[src/hdl/pup_pkg.sv]
// Shared types and constants of the palette lookup and vertical scaler.
package pup_pkg;

	localparam logic [1:0] OP_PALETTE = 2'd0;
	localparam logic [1:0] OP_PIXEL   = 2'd1;
	localparam logic [1:0] OP_RESTART = 2'd2;

	localparam int Q_DEPTH = 4;
	localparam int Q_AW    = 2;

	typedef struct packed {
		logic [8:0]  dest_x;
		logic [7:0]  dest_y;
		logic [15:0] rgb565;
		logic        two_rows;
	} pup_entry_t;

	typedef struct packed {
		logic empty;
		logic full;
	} pup_qstat_t;

endpackage

[src/hdl/pup_front.sv]
// Front end: item intake, palette store, raster tracking and palette read.
module pup_front import pup_pkg::*; #(
	parameter int SRC_WIDTH  = 320,
	parameter int SRC_HEIGHT = 200,
	parameter int DST_HEIGHT = 240
) (
	input  logic        clk,
	input  logic        arst_n,
	input  logic        src_valid,
	output logic        src_ready,
	input  logic [1:0]  operation,
	input  logic [7:0]  color_index,
	input  logic [7:0]  red,
	input  logic [7:0]  green,
	input  logic [7:0]  blue,
	input  pup_qstat_t  q_stat,
	output logic        push,
	output pup_entry_t  push_entry
);

	localparam int COL_W    = $clog2(SRC_WIDTH);
	localparam int ROW_W    = $clog2(SRC_HEIGHT);
	localparam int QUOT     = DST_HEIGHT / SRC_HEIGHT;
	localparam int REM      = DST_HEIGHT % SRC_HEIGHT;
	localparam int QUOT_LOW = (QUOT >= 2) ? 2 : QUOT;

	logic [15:0]      pal_mem [256];
	logic [255:0]     pal_vld_q;

	logic [COL_W-1:0] column_q;
	logic [ROW_W-1:0] row_q;
	logic [7:0]       first_row_q;
	logic [ROW_W-1:0] acc_q;

	logic             s1_valid_q;
	logic [15:0]      rd_s1;
	logic             vld_s1;
	logic [8:0]       x_s1;
	logic [7:0]       y_s1;
	logic             two_s1;

	logic             accept;
	logic             row_extra;
	logic [1:0]       emit;
	logic [7:0]       row_step;
	logic [ROW_W:0]   acc_sum;
	logic [ROW_W-1:0] acc_next;

	assign src_ready = !s1_valid_q || !q_stat.full;
	assign accept    = src_valid && src_ready;
	assign push      = s1_valid_q && !q_stat.full;

	assign row_extra = acc_q < ROW_W'(REM);
	assign emit      = (QUOT >= 2) ? 2'd2 : (2'(QUOT_LOW) + 2'(row_extra));
	assign row_step  = 8'(QUOT) + 8'(row_extra);
	assign acc_sum   = row_extra ? ({1'b0, acc_q} + (ROW_W+1)'(SRC_HEIGHT - REM))
	                             : ({1'b0, acc_q} - (ROW_W+1)'(REM));
	assign acc_next  = acc_sum[ROW_W-1:0];

	always_ff @(posedge clk) begin
		if (accept && operation == OP_PALETTE) begin
			pal_mem[color_index] <= {red[7:3], green[7:2], blue[7:3]};
		end
		if (accept && operation == OP_PIXEL) begin
			rd_s1  <= pal_mem[color_index];
			vld_s1 <= pal_vld_q[color_index];
			x_s1   <= 9'(column_q);
			y_s1   <= first_row_q;
			two_s1 <= (emit == 2'd2);
		end
	end

	always_ff @(posedge clk or negedge arst_n) begin
		if (!arst_n) begin
			pal_vld_q   <= '0;
			column_q    <= '0;
			row_q       <= '0;
			first_row_q <= '0;
			acc_q       <= '0;
			s1_valid_q  <= 1'b0;
		end else begin
			if (accept) begin
				s1_valid_q <= (operation == OP_PIXEL) && (emit != 2'd0);
				case (operation)
					OP_PALETTE: begin
						pal_vld_q[color_index] <= 1'b1;
					end
					OP_RESTART: begin
						column_q    <= '0;
						row_q       <= '0;
						first_row_q <= '0;
						acc_q       <= '0;
					end
					OP_PIXEL: begin
						if (column_q == COL_W'(SRC_WIDTH - 1)) begin
							column_q <= '0;
							if (row_q == ROW_W'(SRC_HEIGHT - 1)) begin
								row_q       <= '0;
								first_row_q <= '0;
								acc_q       <= '0;
							end else begin
								row_q       <= row_q + 1'b1;
								first_row_q <= first_row_q + row_step;
								acc_q       <= acc_next;
							end
						end else begin
							column_q <= column_q + 1'b1;
						end
					end
					default: begin
					end
				endcase
			end else if (push) begin
				s1_valid_q <= 1'b0;
			end
		end
	end

	always_comb begin
		push_entry.dest_x   = x_s1;
		push_entry.dest_y   = y_s1;
		push_entry.rgb565   = vld_s1 ? rd_s1 : 16'd0;
		push_entry.two_rows = two_s1;
	end

endmodule

[src/hdl/pup_queue.sv]
// Short queue of looked-up pixels between the front end and the back end.
module pup_queue import pup_pkg::*; (
	input  logic       clk,
	input  logic       arst_n,
	input  logic       push,
	input  pup_entry_t push_entry,
	input  logic       pop,
	output pup_entry_t head,
	output pup_qstat_t q_stat
);

	pup_entry_t      slots [Q_DEPTH];
	logic [Q_AW-1:0] wr_ptr_q;
	logic [Q_AW-1:0] rd_ptr_q;
	logic [Q_AW:0]   count_q;

	assign head         = slots[rd_ptr_q];
	assign q_stat.empty = (count_q == '0);
	assign q_stat.full  = (count_q == (Q_AW+1)'(Q_DEPTH));

	always_ff @(posedge clk) begin
		if (push) begin
			slots[wr_ptr_q] <= push_entry;
		end
	end

	always_ff @(posedge clk or negedge arst_n) begin
		if (!arst_n) begin
			wr_ptr_q <= '0;
			rd_ptr_q <= '0;
			count_q  <= '0;
		end else begin
			if (push) begin
				wr_ptr_q <= wr_ptr_q + 1'b1;
			end
			if (pop) begin
				rd_ptr_q <= rd_ptr_q + 1'b1;
			end
			if (push && !pop) begin
				count_q <= count_q + 1'b1;
			end else if (pop && !push) begin
				count_q <= count_q - 1'b1;
			end
		end
	end

endmodule

[src/hdl/pup_back.sv]
// Back end: expands each queued pixel into one or two destination rows.
module pup_back import pup_pkg::*; (
	input  logic        clk,
	input  logic        arst_n,
	input  pup_entry_t  head,
	input  pup_qstat_t  q_stat,
	output logic        pop,
	output logic        dst_valid,
	input  logic        dst_ready,
	output logic [8:0]  dest_x,
	output logic [7:0]  dest_y,
	output logic [15:0] rgb565,
	output logic        last_of_run
);

	logic        out_valid_q;
	logic        phase_q;
	logic [8:0]  x_q;
	logic [7:0]  y_q;
	logic [15:0] rgb_q;
	logic        last_q;
	logic        load;

	assign load = !out_valid_q || dst_ready;
	assign pop  = load && !q_stat.empty && (phase_q || !head.two_rows);

	assign dst_valid   = out_valid_q;
	assign dest_x      = x_q;
	assign dest_y      = y_q;
	assign rgb565      = rgb_q;
	assign last_of_run = last_q;

	always_ff @(posedge clk) begin
		if (load && !q_stat.empty) begin
			x_q    <= head.dest_x;
			rgb_q  <= head.rgb565;
			y_q    <= phase_q ? (head.dest_y + 8'd1) : head.dest_y;
			last_q <= phase_q || !head.two_rows;
		end
	end

	always_ff @(posedge clk or negedge arst_n) begin
		if (!arst_n) begin
			out_valid_q <= 1'b0;
			phase_q     <= 1'b0;
		end else if (load) begin
			out_valid_q <= !q_stat.empty;
			if (!q_stat.empty) begin
				phase_q <= !phase_q && head.two_rows;
			end
		end
	end

endmodule

[src/hdl/palette_upscale_rgb565.sv]
// Top level of the palette lookup and nearest-neighbor vertical scaler.
//
//   channel  direction  handshake             payload
//   source   in         src_valid/src_ready   operation, color_index, red, green, blue
//   result   out        dst_valid/dst_ready   dest_x, dest_y, rgb565, last_of_run
//
// One item is accepted per cycle while the queue has room; a pixel passes the palette
// read register, the queue and the output register before it is offered at the result
// port.
// The single output register gives one result per cycle while dst_ready is high, so a
// pixel of a row mapped to two destination rows takes two results, all others one.
// Reset clears the palette through per-entry valid bits; no clearing pass is needed.
// A stalled result side fills the four-entry queue before the source side stalls.
module palette_upscale_rgb565 import pup_pkg::*; #(
	parameter int SRC_WIDTH  = 320,
	parameter int SRC_HEIGHT = 200,
	parameter int DST_HEIGHT = 240
) (
	input  logic        clk,
	input  logic        arst_n,
	input  logic        src_valid,
	output logic        src_ready,
	input  logic [1:0]  operation,
	input  logic [7:0]  color_index,
	input  logic [7:0]  red,
	input  logic [7:0]  green,
	input  logic [7:0]  blue,
	output logic        dst_valid,
	input  logic        dst_ready,
	output logic [8:0]  dest_x,
	output logic [7:0]  dest_y,
	output logic [15:0] rgb565,
	output logic        last_of_run
);

	pup_qstat_t q_stat;
	pup_entry_t push_entry;
	pup_entry_t head;
	logic       push;
	logic       pop;

	pup_front #(
		.SRC_WIDTH (SRC_WIDTH),
		.SRC_HEIGHT(SRC_HEIGHT),
		.DST_HEIGHT(DST_HEIGHT)
	) u_front (
		.clk        (clk),
		.arst_n     (arst_n),
		.src_valid  (src_valid),
		.src_ready  (src_ready),
		.operation  (operation),
		.color_index(color_index),
		.red        (red),
		.green      (green),
		.blue       (blue),
		.q_stat     (q_stat),
		.push       (push),
		.push_entry (push_entry)
	);

	pup_queue u_queue (
		.clk       (clk),
		.arst_n    (arst_n),
		.push      (push),
		.push_entry(push_entry),
		.pop       (pop),
		.head      (head),
		.q_stat    (q_stat)
	);

	pup_back u_back (
		.clk        (clk),
		.arst_n     (arst_n),
		.head       (head),
		.q_stat     (q_stat),
		.pop        (pop),
		.dst_valid  (dst_valid),
		.dst_ready  (dst_ready),
		.dest_x     (dest_x),
		.dest_y     (dest_y),
		.rgb565     (rgb565),
		.last_of_run(last_of_run)
	);

`ifndef SYNTHESIS
	a_queue_state: assert property (@(posedge clk) disable iff (!arst_n)
		!(q_stat.full && q_stat.empty))
		else $error("queue reports full and empty together");

	a_stall_cause: assert property (@(posedge clk) disable iff (!arst_n)
		!src_ready |-> q_stat.full)
		else $error("source stalled while the queue has room");

	a_second_row: assert property (@(posedge clk) disable iff (!arst_n)
		dst_valid && dst_ready && !last_of_run |=>
		dst_valid && last_of_run && dest_y == $past(dest_y) + 8'd1 &&
		dest_x == $past(dest_x) && rgb565 == $past(rgb565))
		else $error("second destination row does not follow the first");
`endif

endmodule

[config.mk]
export PLATFORM = sky130hd
export DESIGN_NAME = palette_upscale_rgb565
export DESIGN_NICKNAME = d
export VERILOG_FILES = /design/src/hdl/pup_pkg.sv /design/src/hdl/pup_front.sv /design/src/hdl/pup_queue.sv /design/src/hdl/pup_back.sv /design/src/hdl/palette_upscale_rgb565.sv
export SDC_FILE = /design/constraint.sdc
export NUM_CORES = 2
export LEC_CHECK = 0
export ABC_CLOCK_PERIOD_IN_PS = 3700
export BUFFER_PORTS_ARGS = -buffer_cell sky130_fd_sc_hd__clkbuf_2
export CORE_ASPECT_RATIO = 0.9
export CORE_MARGIN = 3
export CORE_UTILIZATION = 31
export DETAILED_ROUTE_END_ITERATION = 8
export PLACE_DENSITY_LB_ADDON = 0.12
export SLEW_MARGIN = 20
export SYNTH_ARGS = -nofsm -noshare
export SYNTH_HDL_FRONTEND = slang
export SYNTH_MEMORY_MAX_BITS = 65536
export SYNTH_SLANG_ARGS = --single-unit
[constraint.sdc]
create_clock -name clk -period 3.7 [get_ports clk]
set_input_delay 0.185 -clock clk [delete_from_list [all_inputs] [get_ports clk]]
set_output_delay 0.185 -clock clk [all_outputs]
set_load 0.01 [all_outputs]
==> metrics.md <==
| Metric | Value |
|---|---|
| Min Tclk post-route | 3430 ps |
| Initial DRC count | 8614 |
| Synth Area per Inst | 22.1 µm² |
| DR vias/cell | 5.14 |
| Final TNS setup | 0 ps |
| Post-synth EDFFs | 4301 |
| Max Cap Viol | 0 |
| Outcome | finished, final reports clean |
| Syn Std Cell Area | 0.175 mm² |
| Syn Inst Count | 7926 |
| Num CTS Buffers | 477 |
| Drt wl/cell | 31.4 µm |
| Post-synthesis async set-or-reset flop share | 0.0644 |
| Later-pin clock latency in the skew report | 1020 ps |
| Req. time, crit path | 4400 ps |
| RSZ-0062 raised after global routing | no |
| Dominant cell type by area after synthesis | edfxtp_1 |
| Initial antenna violation count | 45 |
| Crit path DAT | 4130 ps |
| Slew @ Worst Pin | 1120 ps |
| Root Buffer | clkbuf_16 |
| Top-count cell post-synth | edfxtp_1 |
| Ys Warns | 0 |
| CTS tree | yes |
| Routability Congestion | 0.772 |
| CTS Buffer Depth | 4 |
| Hold_ws | 110 ps |
| Total track usage | 0.180 |
| Leakage | 0.0658 µW |
| Grt ovf | 0 |
| Final setup viols | 0 |
| Drt drc | 0 |
| Final Hold Fails | 0 |
| FMAX | 291 MHz |
| Hold crit path type | in2reg |
| Worst Path Max Fanout | 10 |
| NumNets Final | 8877 |
| Power Total | 112000 µW |
| Clk_skew | 37.9 ps |
| Slew headroom | 0.242 |
| Slew Viols, Final | 0 |
| Fin cells | 16700 |
| Detailed-route via count | 86000 |
| Cell variety after synth | 45 |
| Worst setup SP type | flip-flop |
| Placed Instance Area | 0.192 mm² |
| Core Rows | 261 |
| Commonest cells post-synth | edfxtp_1, mux4_2, a22oi_1, clkbuf_1, dfrtp_1 |
| Core ar. | 0.562 mm² |
| Hpwl dp | 321 mm |
| Share of the synthesized area in the top cell type | 0.739 |
| Sequential fraction of the synthesis area | 0.781 |
| First-pass GRT wire length | 732 mm |
| Worst setup EP type | flip-flop |
| Chip height | 718 µm |
| Net count after synthesis | 7981 |
| Post-route clock period utilization | 0.928 |
| IR drop worst, VDD | 0.000396 V |
| Pwr dens | 539 mW/mm² |
| Port Buffers | 65 |
| Area grow syn2layout | 18.4% |
| Post-CTS Setup Repair Bufs | 0 |
| Fraction of layout cells with a size suffix above 1 | 0.305 |
| Largest cells by area after synthesis | edfxtp_1, mux4_2, dfrtp_1 |
| DR pass1 iterations | 5 |
| CP Class | reg2reg |
| CTS sink count | 4597 |
| Synth Flop Type | edfxtp_1 |
| Number of global-route vias before repair | 88800 |
| H-tree depth | 5 |
| Placed cell count | 15800 |
| Final wirelength | 526 mm |
| Die Wd | 798 µm |
| Starting Density | 0.311 |
| Design area | 0.207 mm² |
| Die area | 0.573 mm² |
| Largest net degree at the start of global routing | 117 |
| #FFs+latches synth | 4597 |
| Clk pin slew, worst setup/hold paths | 70 ps |
| I/O pin count | 74 |
| Antenna-violating nets left | 0 |
-- power by group --
part	internal [µW]	switching (µW)	leakage, µW
logic	2580	4330	0.0156
clock network	26700	20300	0.00742
registers	57400	272	0.0428
total	86700	24900	0.0658
-- final cells by class --
cell class              count  area [µm²]
fillers                 51200      355000
multi-input cells        2788       36600
diodes                     15        37.5
well taps                7495        9380
flip-flops and latches   4597      137000
clock inverters           264        2240
repair buffers            936        9180
clock buffers             619       12900
inverters                  22        82.6
-- worst paths after layout --
path | from | to | slack [ps] | cells past startpoint
min | blue[4] | u_front.pal_mem[246][1]$_DFFE_PP_ | 110 | 2
min in group asynchronous | arst_n | u_front.pal_vld_q[241]$_DFFE_PN0P_ | 520 | 4
max in group asynchronous | arst_n | u_front.pal_vld_q[12]$_DFFE_PN0P_ | 2670 | 4
min reg2reg | u_front.pal_vld_q[67]$_DFFE_PN0P_ | u_front.pal_vld_q[67]$_DFFE_PN0P_ | 470 | 1
max | u_queue.count_q[0]$_DFFE_PN0P_ | u_front.pal_mem[91][2]$_DFFE_PP_ | 270 | 10
max reg2reg | u_queue.count_q[0]$_DFFE_PN0P_ | u_front.pal_mem[91][2]$_DFFE_PP_ | 270 | 10
-- logic make-up (layout without fill, tap and decap cells) --
kind of cell / Yosys count / after routing / share of synthesized area
simple gates: 431 / 431 / 0.0106
buf+inv: 541 / 1841 / 0.0136
flops: 4597 / 4597 / 0.781
xor+xnor: 19 / 19 / 0.000952
other cells: 0 / 15 / 0
fa+ha+maj: 17 / 17 / 0.00130
compound gates: 1196 / 1196 / 0.0476
mux: 1125 / 1125 / 0.145
-- registers in the layout (all words and copies together) (netlist names), 9 cells and up --
| register | count |
|---|---|
| u_front.pal_mem | 4096 |
| u_queue.slots | 136 |
| u_front.column_q | 9 |
| u_back.rgb565 | 16 |
| u_front.rd_s1 | 16 |
| u_front.pal_vld_q | 256 |
| u_back.dest_x | 9 |
| u_front.x_s1 | 9 |
-- cells in the final DEF (no fill, tap or decap), types with 10 or more instances in the layout --
master	n
buf_4	679
edfxtp_1	4301
dlygate4sd3_1	28
o21ai_0	24
clkinv_2	96
ha_1	15
inv_1	22
and2_1	19
buf_12	163
nand3_1	13
o31ai_1	15
o41ai_2	45
a22oi_1	545
buf_8	19
clkbuf_2	46
mux4_2	1122
nor2_1	254
clkinv_1	101
clkbuf_1	112
a21oi_1	278
o41ai_1	20
clkbuf_16	487
bufinv_16	32
o21bai_1	256
nand4_1	24
xnor2_1	10
nand2_4	14
clkbuf_8	20
clkinvlp_4	12
diode_2	15
nand2_1	35
dfrtp_1	294
nor2_2	19
-- worst max-delay path: stages, from the launching register on --
cell,delay [ps]
dfrtp_1,440
nand4bb_1,220
buf_4,210
nand4_1,340
buf_4,330
nor2_1,110
buf_4,200
nand2_1,80
buf_4,190
nor2_1,610
buf_4,360
-- per-stage QoR --
step                      setup WS (ps)  utilization
final                               266        0.368
after global placement             -426        0.341
after global routing               32.3        0.368
after detailed placement           -387        0.341
after floorplan                     798            -
after CTS                           107        0.368
-- per-layer routing --
metal  vias to the layer above  GRT usage  wire (µm)
met5                         -          0         17
met4                         2     0.0338       9870
met3                       563     0.0269      29500
met2                      2429      0.282     244000
met1                     47600      0.269     243000
li1                      35400          -          -
-- repair_timing --
action | in CTS | in global routing
gates resized for setup | 0 | 1
hold buffers | 29 | 0
endpoints found under the hold margin | 2840 | 0
setup endpoints to repair | 0 | 5
No activity file was read; power rests on OpenSTA's default activity.
